### config.mk
export PLATFORM = sky130hd
export DESIGN_NAME = tcw_seq
export DESIGN_NICKNAME = d
export VERILOG_FILES = /design/src/hdl/tcw_pkg.sv /design/src/hdl/tcw_addr_unit.sv /design/src/hdl/tcw_seq.sv
export SDC_FILE = /design/constraint.sdc
export NUM_CORES = 1
export LEC_CHECK = 0
export BUFFER_PORTS_ARGS = -buffer_cell sky130_fd_sc_hd__buf_4
export CAP_MARGIN = 20
export CORE_MARGIN = 4
export CORE_UTILIZATION = 45
export CTS_BUF_LIST = sky130_fd_sc_hd__clkbuf_8
export CTS_CLUSTER_DIAMETER = 150
export DETAILED_ROUTE_END_ITERATION = 12
export HOLD_SLACK_MARGIN = 0.03
export MAX_ROUTING_LAYER = met4
export PLACE_DENSITY = 0.81
export SYNTH_ARGS = -nofsm -noshare
export SYNTH_HDL_FRONTEND = slang
export SYNTH_HIERARCHICAL = 1
export SYNTH_SLANG_ARGS = --single-unit
### constraint.sdc
create_clock -name clk_i -period 10.3 [get_ports clk_i]
set_input_delay 0.515 -clock clk_i [delete_from_list [all_inputs] [get_ports clk_i]]
set_output_delay 0.515 -clock clk_i [all_outputs]
set_load 0.005 [all_outputs]
### src/hdl/tcw_pkg.sv
package tcw_pkg;

  // Screen geometry.
  localparam int SCREEN_ROWS = 25;
  localparam int SCREEN_COLS = 80;
  localparam int NUM_CELLS   = SCREEN_ROWS * SCREEN_COLS;
  // Cells that move during a scroll: every row but the top one.
  localparam int MOVE_CELLS  = (SCREEN_ROWS - 1) * SCREEN_COLS;
  localparam int ADDR_W      = $clog2(NUM_CELLS);

  // Field widths of the request and the result.
  localparam int REQ_W  = 2;
  localparam int CHAR_W = 8;
  localparam int ATTR_W = 8;
  localparam int TROW_W = 6;
  localparam int TCOL_W = 7;
  localparam int ROW_W  = 5;
  localparam int COL_W  = 7;
  localparam int OFF_W  = 11;
  localparam int CELL_W = 16;

  // Width of row * SCREEN_COLS + column for any request coordinates.
  localparam int LIN_W = $clog2(((1 << TROW_W) - 1) * SCREEN_COLS + (1 << TCOL_W));

  localparam logic [ATTR_W-1:0] ATTR_RESET = 8'h0F;

  localparam logic [CHAR_W-1:0] CH_BS    = 8'd8;
  localparam logic [CHAR_W-1:0] CH_LF    = 8'd10;
  localparam logic [CHAR_W-1:0] CH_CR    = 8'd13;
  localparam logic [CHAR_W-1:0] CH_SPACE = 8'h20;

  typedef enum logic [REQ_W-1:0] {
    REQ_PUT   = 2'd0,
    REQ_CLEAR = 2'd1,
    REQ_SET   = 2'd2,
    REQ_READ  = 2'd3
  } req_e;

  typedef enum logic [5:0] {
    S_IDLE   = 6'b000001,
    S_EXEC   = 6'b000010,
    S_WRITE  = 6'b000100,
    S_SCROLL = 6'b001000,
    S_BLANK  = 6'b010000,
    S_RESP   = 6'b100000
  } state_e;

  // Access to the screen store: one write and one read per cycle.
  typedef struct packed {
    logic              we;
    logic [ADDR_W-1:0] waddr;
    logic [CELL_W-1:0] wdata;
    logic              re;
    logic [ADDR_W-1:0] raddr;
  } ram_req_t;

  // Result handed from the sequencer to the output register.
  typedef struct packed {
    logic              valid;
    logic [ROW_W-1:0]  row;
    logic [COL_W-1:0]  col;
    logic [OFF_W-1:0]  offset;
    logic [CELL_W-1:0] cell_data;
    logic              scrolled;
  } resp_t;

endpackage

### src/hdl/tcw_addr_unit.sv
module tcw_addr_unit import tcw_pkg::*; (
  input  logic [TROW_W-1:0] row_i,
  input  logic [TCOL_W-1:0] col_i,
  output logic [LIN_W-1:0]  lin_o
);

  // Linear cell index: row times the screen width plus the column.
  assign lin_o = LIN_W'(row_i) * LIN_W'(SCREEN_COLS) + LIN_W'(col_i);

endmodule

### src/hdl/tcw_seq.sv
module tcw_seq import tcw_pkg::*; (
  input  logic              clk_i,
  input  logic              rst_ni,
  input  logic              in_valid_i,
  output logic              in_stall_o,
  input  logic [REQ_W-1:0]  req_type_i,
  input  logic [CHAR_W-1:0] char_code_i,
  input  logic [TROW_W-1:0] target_row_i,
  input  logic [TCOL_W-1:0] target_col_i,
  input  logic [ATTR_W-1:0] attr_i,
  input  logic [CELL_W-1:0] rd_data_i,
  output ram_req_t          ram_req_o,
  input  logic              resp_ready_i,
  output resp_t             resp_o
);

  state_e            state_q, state_d;
  req_e              req_q, req_d;
  logic [CHAR_W-1:0] char_q, char_d;
  logic [TROW_W-1:0] trow_q, trow_d;
  logic [TCOL_W-1:0] tcol_q, tcol_d;
  logic [ROW_W-1:0]  row_q, row_d;
  logic [COL_W-1:0]  col_q, col_d;
  logic [ADDR_W-1:0] idx_q, idx_d;
  logic              scrolled_q, scrolled_d;
  logic              pend_q, pend_d;

  logic [TROW_W-1:0] au_row;
  logic [TCOL_W-1:0] au_col;
  logic [LIN_W-1:0]  au_lin;
  logic [CELL_W-1:0] blank;
  logic              is_nl;
  logic              is_bs;
  logic              last_row;
  logic              in_range;

  tcw_addr_unit u_addr (
    .row_i (au_row),
    .col_i (au_col),
    .lin_o (au_lin)
  );

  assign blank    = {attr_i, CH_SPACE};
  assign is_nl    = (char_q == CH_LF) || (char_q == CH_CR);
  assign is_bs    = (char_q == CH_BS);
  assign last_row = (int'(row_q) == SCREEN_ROWS - 1);
  assign in_range = (int'(trow_q) < SCREEN_ROWS) && (int'(tcol_q) < SCREEN_COLS);

  assign in_stall_o = (state_q != S_IDLE);

  always_comb begin
    state_d    = state_q;
    req_d      = req_q;
    char_d     = char_q;
    trow_d     = trow_q;
    tcol_d     = tcol_q;
    row_d      = row_q;
    col_d      = col_q;
    idx_d      = idx_q;
    scrolled_d = scrolled_q;
    pend_d     = pend_q;
    au_row     = TROW_W'(row_q);
    au_col     = TCOL_W'(col_q);
    ram_req_o  = '0;
    resp_o     = '0;

    unique case (state_q)
      S_IDLE: begin
        if (in_valid_i) begin
          req_d      = req_e'(req_type_i);
          char_d     = char_code_i;
          trow_d     = target_row_i;
          tcol_d     = target_col_i;
          scrolled_d = 1'b0;
          pend_d     = 1'b0;
          state_d    = S_EXEC;
        end
      end

      S_EXEC: begin
        unique case (req_q)
          REQ_PUT: begin
            if (is_nl) begin
              col_d = '0;
              if (last_row) begin
                scrolled_d = 1'b1;
                idx_d      = '0;
                state_d    = S_SCROLL;
              end else begin
                row_d   = row_q + 1'b1;
                state_d = S_RESP;
              end
            end else if (is_bs) begin
              if (col_q != '0) begin
                col_d   = col_q - 1'b1;
                state_d = S_WRITE;
              end else if (row_q != '0) begin
                row_d   = row_q - 1'b1;
                col_d   = COL_W'(SCREEN_COLS - 1);
                state_d = S_WRITE;
              end else begin
                state_d = S_RESP;
              end
            end else if (int'(col_q) >= SCREEN_COLS) begin
              col_d = '0;
              if (last_row) begin
                scrolled_d = 1'b1;
                pend_d     = 1'b1;
                idx_d      = '0;
                state_d    = S_SCROLL;
              end else begin
                row_d   = row_q + 1'b1;
                state_d = S_WRITE;
              end
            end else begin
              state_d = S_WRITE;
            end
          end
          REQ_CLEAR: begin
            row_d   = '0;
            col_d   = '0;
            idx_d   = '0;
            state_d = S_BLANK;
          end
          REQ_SET: begin
            row_d   = (int'(trow_q) >= SCREEN_ROWS) ? ROW_W'(SCREEN_ROWS - 1)
                                                    : ROW_W'(trow_q);
            col_d   = (int'(tcol_q) >= SCREEN_COLS) ? COL_W'(SCREEN_COLS - 1)
                                                    : COL_W'(tcol_q);
            state_d = S_RESP;
          end
          REQ_READ: begin
            au_row          = trow_q;
            au_col          = tcol_q;
            ram_req_o.re    = in_range;
            ram_req_o.raddr = au_lin[ADDR_W-1:0];
            state_d         = S_RESP;
          end
          default: state_d = S_RESP;
        endcase
      end

      S_WRITE: begin
        ram_req_o.we    = 1'b1;
        ram_req_o.waddr = au_lin[ADDR_W-1:0];
        ram_req_o.wdata = is_bs ? blank : {attr_i, char_q};
        if (!is_bs) begin
          col_d = col_q + 1'b1;
        end
        state_d = S_RESP;
      end

      // Copy each cell from one row below; each write lands in the cycle after its read.
      S_SCROLL: begin
        if (idx_q != '0) begin
          ram_req_o.we    = 1'b1;
          ram_req_o.waddr = idx_q - 1'b1;
          ram_req_o.wdata = rd_data_i;
        end
        if (idx_q != ADDR_W'(MOVE_CELLS)) begin
          ram_req_o.re    = 1'b1;
          ram_req_o.raddr = idx_q + ADDR_W'(SCREEN_COLS);
          idx_d           = idx_q + 1'b1;
        end else begin
          state_d = S_BLANK;
        end
      end

      // Blank from idx to the end of the store: bottom row or whole screen.
      S_BLANK: begin
        ram_req_o.we    = 1'b1;
        ram_req_o.waddr = idx_q;
        ram_req_o.wdata = blank;
        if (idx_q == ADDR_W'(NUM_CELLS - 1)) begin
          state_d = pend_q ? S_WRITE : S_RESP;
        end else begin
          idx_d = idx_q + 1'b1;
        end
      end

      S_RESP: begin
        resp_o.valid     = 1'b1;
        resp_o.row       = row_q;
        resp_o.col       = col_q;
        resp_o.offset    = au_lin[OFF_W-1:0];
        resp_o.cell_data = ((req_q == REQ_READ) && in_range) ? rd_data_i : '0;
        resp_o.scrolled  = scrolled_q;
        if (resp_ready_i) begin
          state_d = S_IDLE;
        end
      end

      default: state_d = S_IDLE;
    endcase
  end

  always_ff @(posedge clk_i or negedge rst_ni) begin
    if (!rst_ni) begin
      state_q    <= S_IDLE;
      row_q      <= '0;
      col_q      <= '0;
      idx_q      <= '0;
      scrolled_q <= 1'b0;
      pend_q     <= 1'b0;
    end else begin
      state_q    <= state_d;
      row_q      <= row_d;
      col_q      <= col_d;
      idx_q      <= idx_d;
      scrolled_q <= scrolled_d;
      pend_q     <= pend_d;
    end
  end

  always_ff @(posedge clk_i) begin
    req_q  <= req_d;
    char_q <= char_d;
    trow_q <= trow_d;
    tcol_q <= tcol_d;
  end

endmodule

==> results of run 1 <==
stage by stage:
| step | setup WS, ps | utilization, % |
|---|---|---|
| finish | 4867 | 58.31 |
| global route | 4515 | 58.31 |
| CTS | 4942 | 58.31 |
| detailed placement | 5313 | 56.92 |
| global placement | 5514 | 56.92 |
| floorplan | 6295 | - |
how the worst min path moves through the flow:
stage,start,end,slack (ps)
finish,rst_ni,idx_q[9],140
global placement,scrolled_q,scrolled_q,480
detailed placement,rst_ni,row_q[4],480
CTS,rst_ni,row_q[0],150
global route,rst_ni,idx_q[9],160
floorplan,rst_ni,col_q[0],220
layout make-up:
| cell class | count | area (um2) | share of cell area [%] |
|---|---|---|---|
| repair buffers | 135 | 1013 | 17.54 |
| flip-flops and latches | 54 | 1468 | 25.40 |
| well taps | 133 | 166.4 | 2.880 |
| clock buffers | 5 | 68.82 | 1.191 |
| inverters | 18 | 67.56 | 1.169 |
| multi-input cells | 450 | 2925 | 50.63 |
| clock inverters | 3 | 68.82 | 1.191 |
routing by layer:
metal / vias to the layer above / GRT usage, % / wire length [um]
met5: - / - / 0
met1: 2287 / 31.58 / 6104
li1: 2248 / - / -
met3: 22 / 3.347 / 1055
met2: 243 / 40.54 / 7406
met4: 0 / 6.500 / 279
registers in the layout, summed over array words and instances (netlist names):
name	count
tcol_q	7
row_q	5
idx_q	11
pend_q	1
scrolled_q	1
col_q	7
char_q	8
req_q	2
trow_q	6
state_q	6
cells in the final DEF, fill, tap and decap left out, types with 4 or more instances in the layout:
master,count
a21o_1,4
a21oi_1,30
a22o_1,16
a31oi_1,15
and2_1,38
and3_1,10
buf_4,135
clkbuf_8,5
dfrtp_1,30
edfxtp_1,23
ha_1,27
inv_1,18
nand2_1,67
nand2b_1,4
nand3_1,13
nand3b_1,4
nand4_1,6
nand4b_1,5
nor2_1,47
nor3_1,13
o211ai_1,5
o21ai_0,41
o21ai_1,7
o22ai_1,5
or3_1,4
xnor2_1,8
xor2_1,8
report_power, final:
| part | internal, uW | switching, uW |
|---|---|---|
| Clock | 97.4 | 72.4 |
| Sequential | 275 | 58.4 |
| Combinational | 170 | 270 |
==> results.json, run 1 <==
{
  "status": "complete, no violations",
  "path_buf_inv": 1,
  "start_util_pct": 46.98,
  "dpl.cell_count": 790,
  "critPathLaunch": "state_q[2]",
  "n_antenna_cell": 0,
  "wl_per_cell_um": 18.60,
  "die_h_um": 109.7,
  "finalWeightedCongestion": 0.9091,
  "dr.pass1.iters": 7,
  "synth.net_count": 640,
  "worstSetupStartpointType": "register",
  "viasPerCell": 6.015,
  "path_class": "register to output pin",
  "grt_pass1_vias": 4471,
  "clock-sinks": 54,
  "endpoint": "ram_req_o[38]",
  "core_area_mm2": 0.009910,
  "setup_viol": 0,
  "fin_tns_setup_ps": 0,
  "postRouteAntennaNets": 0,
  "cp_max_fo": 29,
  "cts_tree": "yes",
  "max_slew_margin_pct": 28.72,
  "cts-buffers-inserted": 5,
  "peakVddDrop_uv": 90.45,
  "layout_min_cycle_time_ps": 5433,
  "crit_arrival_ps": 4920,
  "post_cts_buffers": 0,
  "path_clk_slew_ps": 100,
  "report.final.slew_viol_count": 0,
  "vias": 4800,
  "layout-drive-gt1-share_pct": 24.51,
  "drv_cap": 0,
  "syn_area_mm2": 0.004656,
  "syn_inst": 560,
  "rsz0062_at_grt": "no",
  "min_path_type": "primary input to asynchronous set/reset pin",
  "cp_slowest_cell": "and2_1",
  "area_delta_synth_final_pct": 24.11,
  "powerDensity_mw_per_mm2": 163.3,
  "regToRegStartpoint": "state_q[1]",
  "crit_chain": "nor4_2 -> and3b_1 -> and2_1 -> o21ai_0 -> ha_1 -> ha_1 -> fa_1 -> xor2_1 -> nand4b_1 -> xor2_1 -> a221o_1 -> buf_4",
  "io_buffers": 132,
  "hpwlAfterDp_um": 11430,
  "grt_max_degree": 32,
  "power_uw": 943.3,
  "insertion_delay_ps": 310,
  "nFillCells": 917,
  "grt_overflow": 0,
  "reg2reg_to": "idx_q[2]",
  "tightestPinTransition_ps": 1069,
  "nets": 744,
  "gr-usage-all-layers_pct": 24.47,
  "row_count": 36,
  "postLayoutCellArea_mm2": 0.005778,
  "p_leak_uw": 0.002643,
  "r2r_cells": 6,
  "ctsResizeCount": 0,
  "critPathCaptureType": "output pin",
  "cts_root_buf": "clkbuf_8",
  "fin_crit_sh_pct": 52.75,
  "reg2reg_slack_ps": 7430,
  "whs_ps": 137.7,
  "cp_top_family": "simple AND/OR/NAND/NOR gates",
  "ctsHoldBuffers": 0,
  "stdcell_count": 798,
  "placed_area_mm2": 0.005640,
  "cts_buffer_depth": 2,
  "drcViolationCount": 0,
  "fmax_ghz": 0.1840,
  "required_ps": 9790,
  "antenna_found_initial": 0,
  "h-tree-depth": 2,
  "drt_iter0_drc": 316,
  "yosysWarnings": 6,
  "wl_um": 14850,
  "path_depth": 12,
  "max_stage_delay_ps": 900,
  "dieArea_mm2": 0.01204,
  "grt_pass1_wl_um": 22710,
  "worst_clock_skew_ps": 9.658,
  "die_w_um": 109.7,
  "ios": 133,
  "syn-mean-instance-area_um2": 8.314,
  "hold_viol": 0
}
Power figures use the tool's default switching activity.
==> run 2, diff against run 1 <==
- PLACE_DENSITY: 0.81 -> 0.83
- clock period: 10.3 -> 4.4 ns (I/O delays scaled with it)
==> run 2 against run 1 <==
  * Register-to-register slack lost 5800 ps
  * Critical path type unchanged
  * Sequential power grew 130%
  * Total power grew 120%
  * Critical path depth grew 1
  * Sequential cell count is the same
  * Non-clock buffer count grew 3
  * Largest power group unchanged
  * Clock skew shrank 5.2 ps
  * Via count grew 0.63%
  * Global-route usage grew 0.65 points
  * Critical endpoint unchanged
  * Die area is the same
  * Final cell count grew 0.38%
==> results.json, run 2 (same netlist as run 1, synthesis figures left out) <==
{
  "h-tree-depth": 2,
  "min_path_type": "primary input to register",
  "cts_buffer_depth": 2,
  "reg.largest.list": "idx_q x11, char_q x8",
  "cts-buffers-inserted": 5,
  "nFillCells": 914,
  "final_cell_mix": "buf_4 (137), nand2_1 (67), nor2_1 (47)",
  "setup_viol": 0,
  "dieArea_mm2": 0.01204,
  "area_delta_synth_final_pct": 23.89,
  "path_class": "register to output pin",
  "peakVddDrop_uv": 237.5,
  "largest_reg_flops": 11,
  "holdPathEnd": "tcol_q[1]",
  "die_w_um": 109.7,
  "insertion_delay_ps": 300,
  "antenna_found_initial": 0,
  "core_area_mm2": 0.009910,
  "dr.pass1.iters": 5,
  "report.final.slew_viol_count": 0,
  "cp_max_fo": 8,
  "required_ps": 4180,
  "n_antenna_cell": 0,
  "grt_pass1_vias": 4703,
  "path_clk_slew_ps": 100,
  "post_cts_buffers": 0,
  "postRouteAntennaNets": 0,
  "clock-sinks": 54,
  "max_slew_margin_pct": 30.65,
  "whs_path_depth": 1,
  "ios": 133,
  "finalWeightedCongestion": 0.9210,
  "rsz0062_at_grt": "no",
  "drt_iter0_drc": 456,
  "cts_tree": "yes",
  "cts_root_buf": "clkbuf_8",
  "powerDensity_mw_per_mm2": 366.9,
  "hold_viol": 0,
  "viasPerCell": 6.030,
  "grt_max_degree": 32,
  "gr-usage-all-layers_pct": 25.12,
  "wl_per_cell_um": 18.31,
  "worst_clock_skew_ps": 4.484,
  "start_util_pct": 46.98,
  "die_h_um": 109.7,
  "fin_tns_setup_ps": 0,
  "io_buffers": 132,
  "fin_crit_sh_pct": 92.23,
  "final_core_util_pct": 58.21,
  "critPathCaptureType": "output pin",
  "reg2reg_slack_ps": 1620,
  "regToRegStartpoint": "state_q[1]",
  "row_count": 36,
  "r2r_cells": 6,
  "multiInputGateArea_mm2": 0.002943,
  "p_leak_uw": 0.002645,
  "tightestPinTransition_ps": 1039,
  "crit_arrival_ps": 3840,
  "top_register": "idx_q",
  "mostFrequentLayoutCell": "buf_4",
  "fmax_ghz": 0.2464,
  "status": "complete, no violations",
  "min-delay-start": "target_col_i[1]",
  "nets": 747,
  "grt_overflow": 0,
  "drv_cap": 0,
  "reg2reg_to": "idx_q[2]",
  "layout-drive-gt1-share_pct": 24.70,
  "hpwlAfterDp_um": 11320,
  "drcViolationCount": 0,
  "vias": 4830,
  "layout_min_cycle_time_ps": 4058,
  "grt_pass1_wl_um": 23380,
  "wl_um": 14660,
  "worstSetupStartpointType": "register",
  "seq_area_mm2": 0.001468
}
-- run 2: how the worst max path moves through the flow --
stage | from | to | slack [ps] | cells after the start
final | state_q[3] | ram_req_o[38] | 340 | 13
after global routing | state_q[3] | ram_req_o[38] | 60 | 13
after CTS | state_q[3] | ram_req_o[38] | 230 | 13
after detailed placement | state_q[3] | ram_req_o[38] | 590 | 13
after global placement | state_q[3] | ram_req_o[38] | 760 | 13
after floorplan | state_q[3] | ram_req_o[38] | 690 | 14
-- run 2: worst max-delay path, stage by stage, from the launching register on --
cell and delay, ps:
dfrtp_1 480, nor4_4 320, and3b_1 230, and2_2 220, nand2_1 60, o21ai_0 210, ha_1 330, ha_1 230
fa_1 390, xor2_1 210, nand4b_1 180, xor2_2 230, a221o_1 320, buf_4 140
-- run 2: stage by stage --
step	hold WS, ps	worst slack (ps)	power, uW	std cells	area (um2)
finish	86.40	341.9	2116	801	5768
global route	65.63	56.94	2270	801	5768
CTS	80.39	226.2	2100	801	5751
detailed placement	191.7	585.6	1820	792	5655
global placement	192.3	759.5	1781	792	5655
floorplan	-75.59	690.4	1478	560	4656
-- run 2: repair_timing --
item                                    in CTS  in global routing
hold endpoints to repair                    30                  0
resized for setup                            0                  3
endpoints found under the setup margin       0                  6
hold buffers                                 1                  0
-- run 2: layout make-up --
cell class	instances	share of cell area, %
inverters	18	1.171
clock inverters	3	0.2820
clock buffers	5	1.193
well taps	133	2.885
flip-flops and latches	54	25.44
repair buffers	138	18.00
multi-input cells	450	51.02
-- run 2: routing by layer --
layer	part of all wire [%]	up-vias	GRT usage, %	routed length, um
met2	50	220	40.85	7325
met1	41	2319	32.57	5949
met4	2.0	0	8.281	290
met3	7.5	30	3.171	1098
met5	0	-	-	0
li1	-	2261	-	-
-- run 2: report_power, final --
part	switching, uW	internal (uW)
combinational	650	408
clock	165	111
sequential	138	645
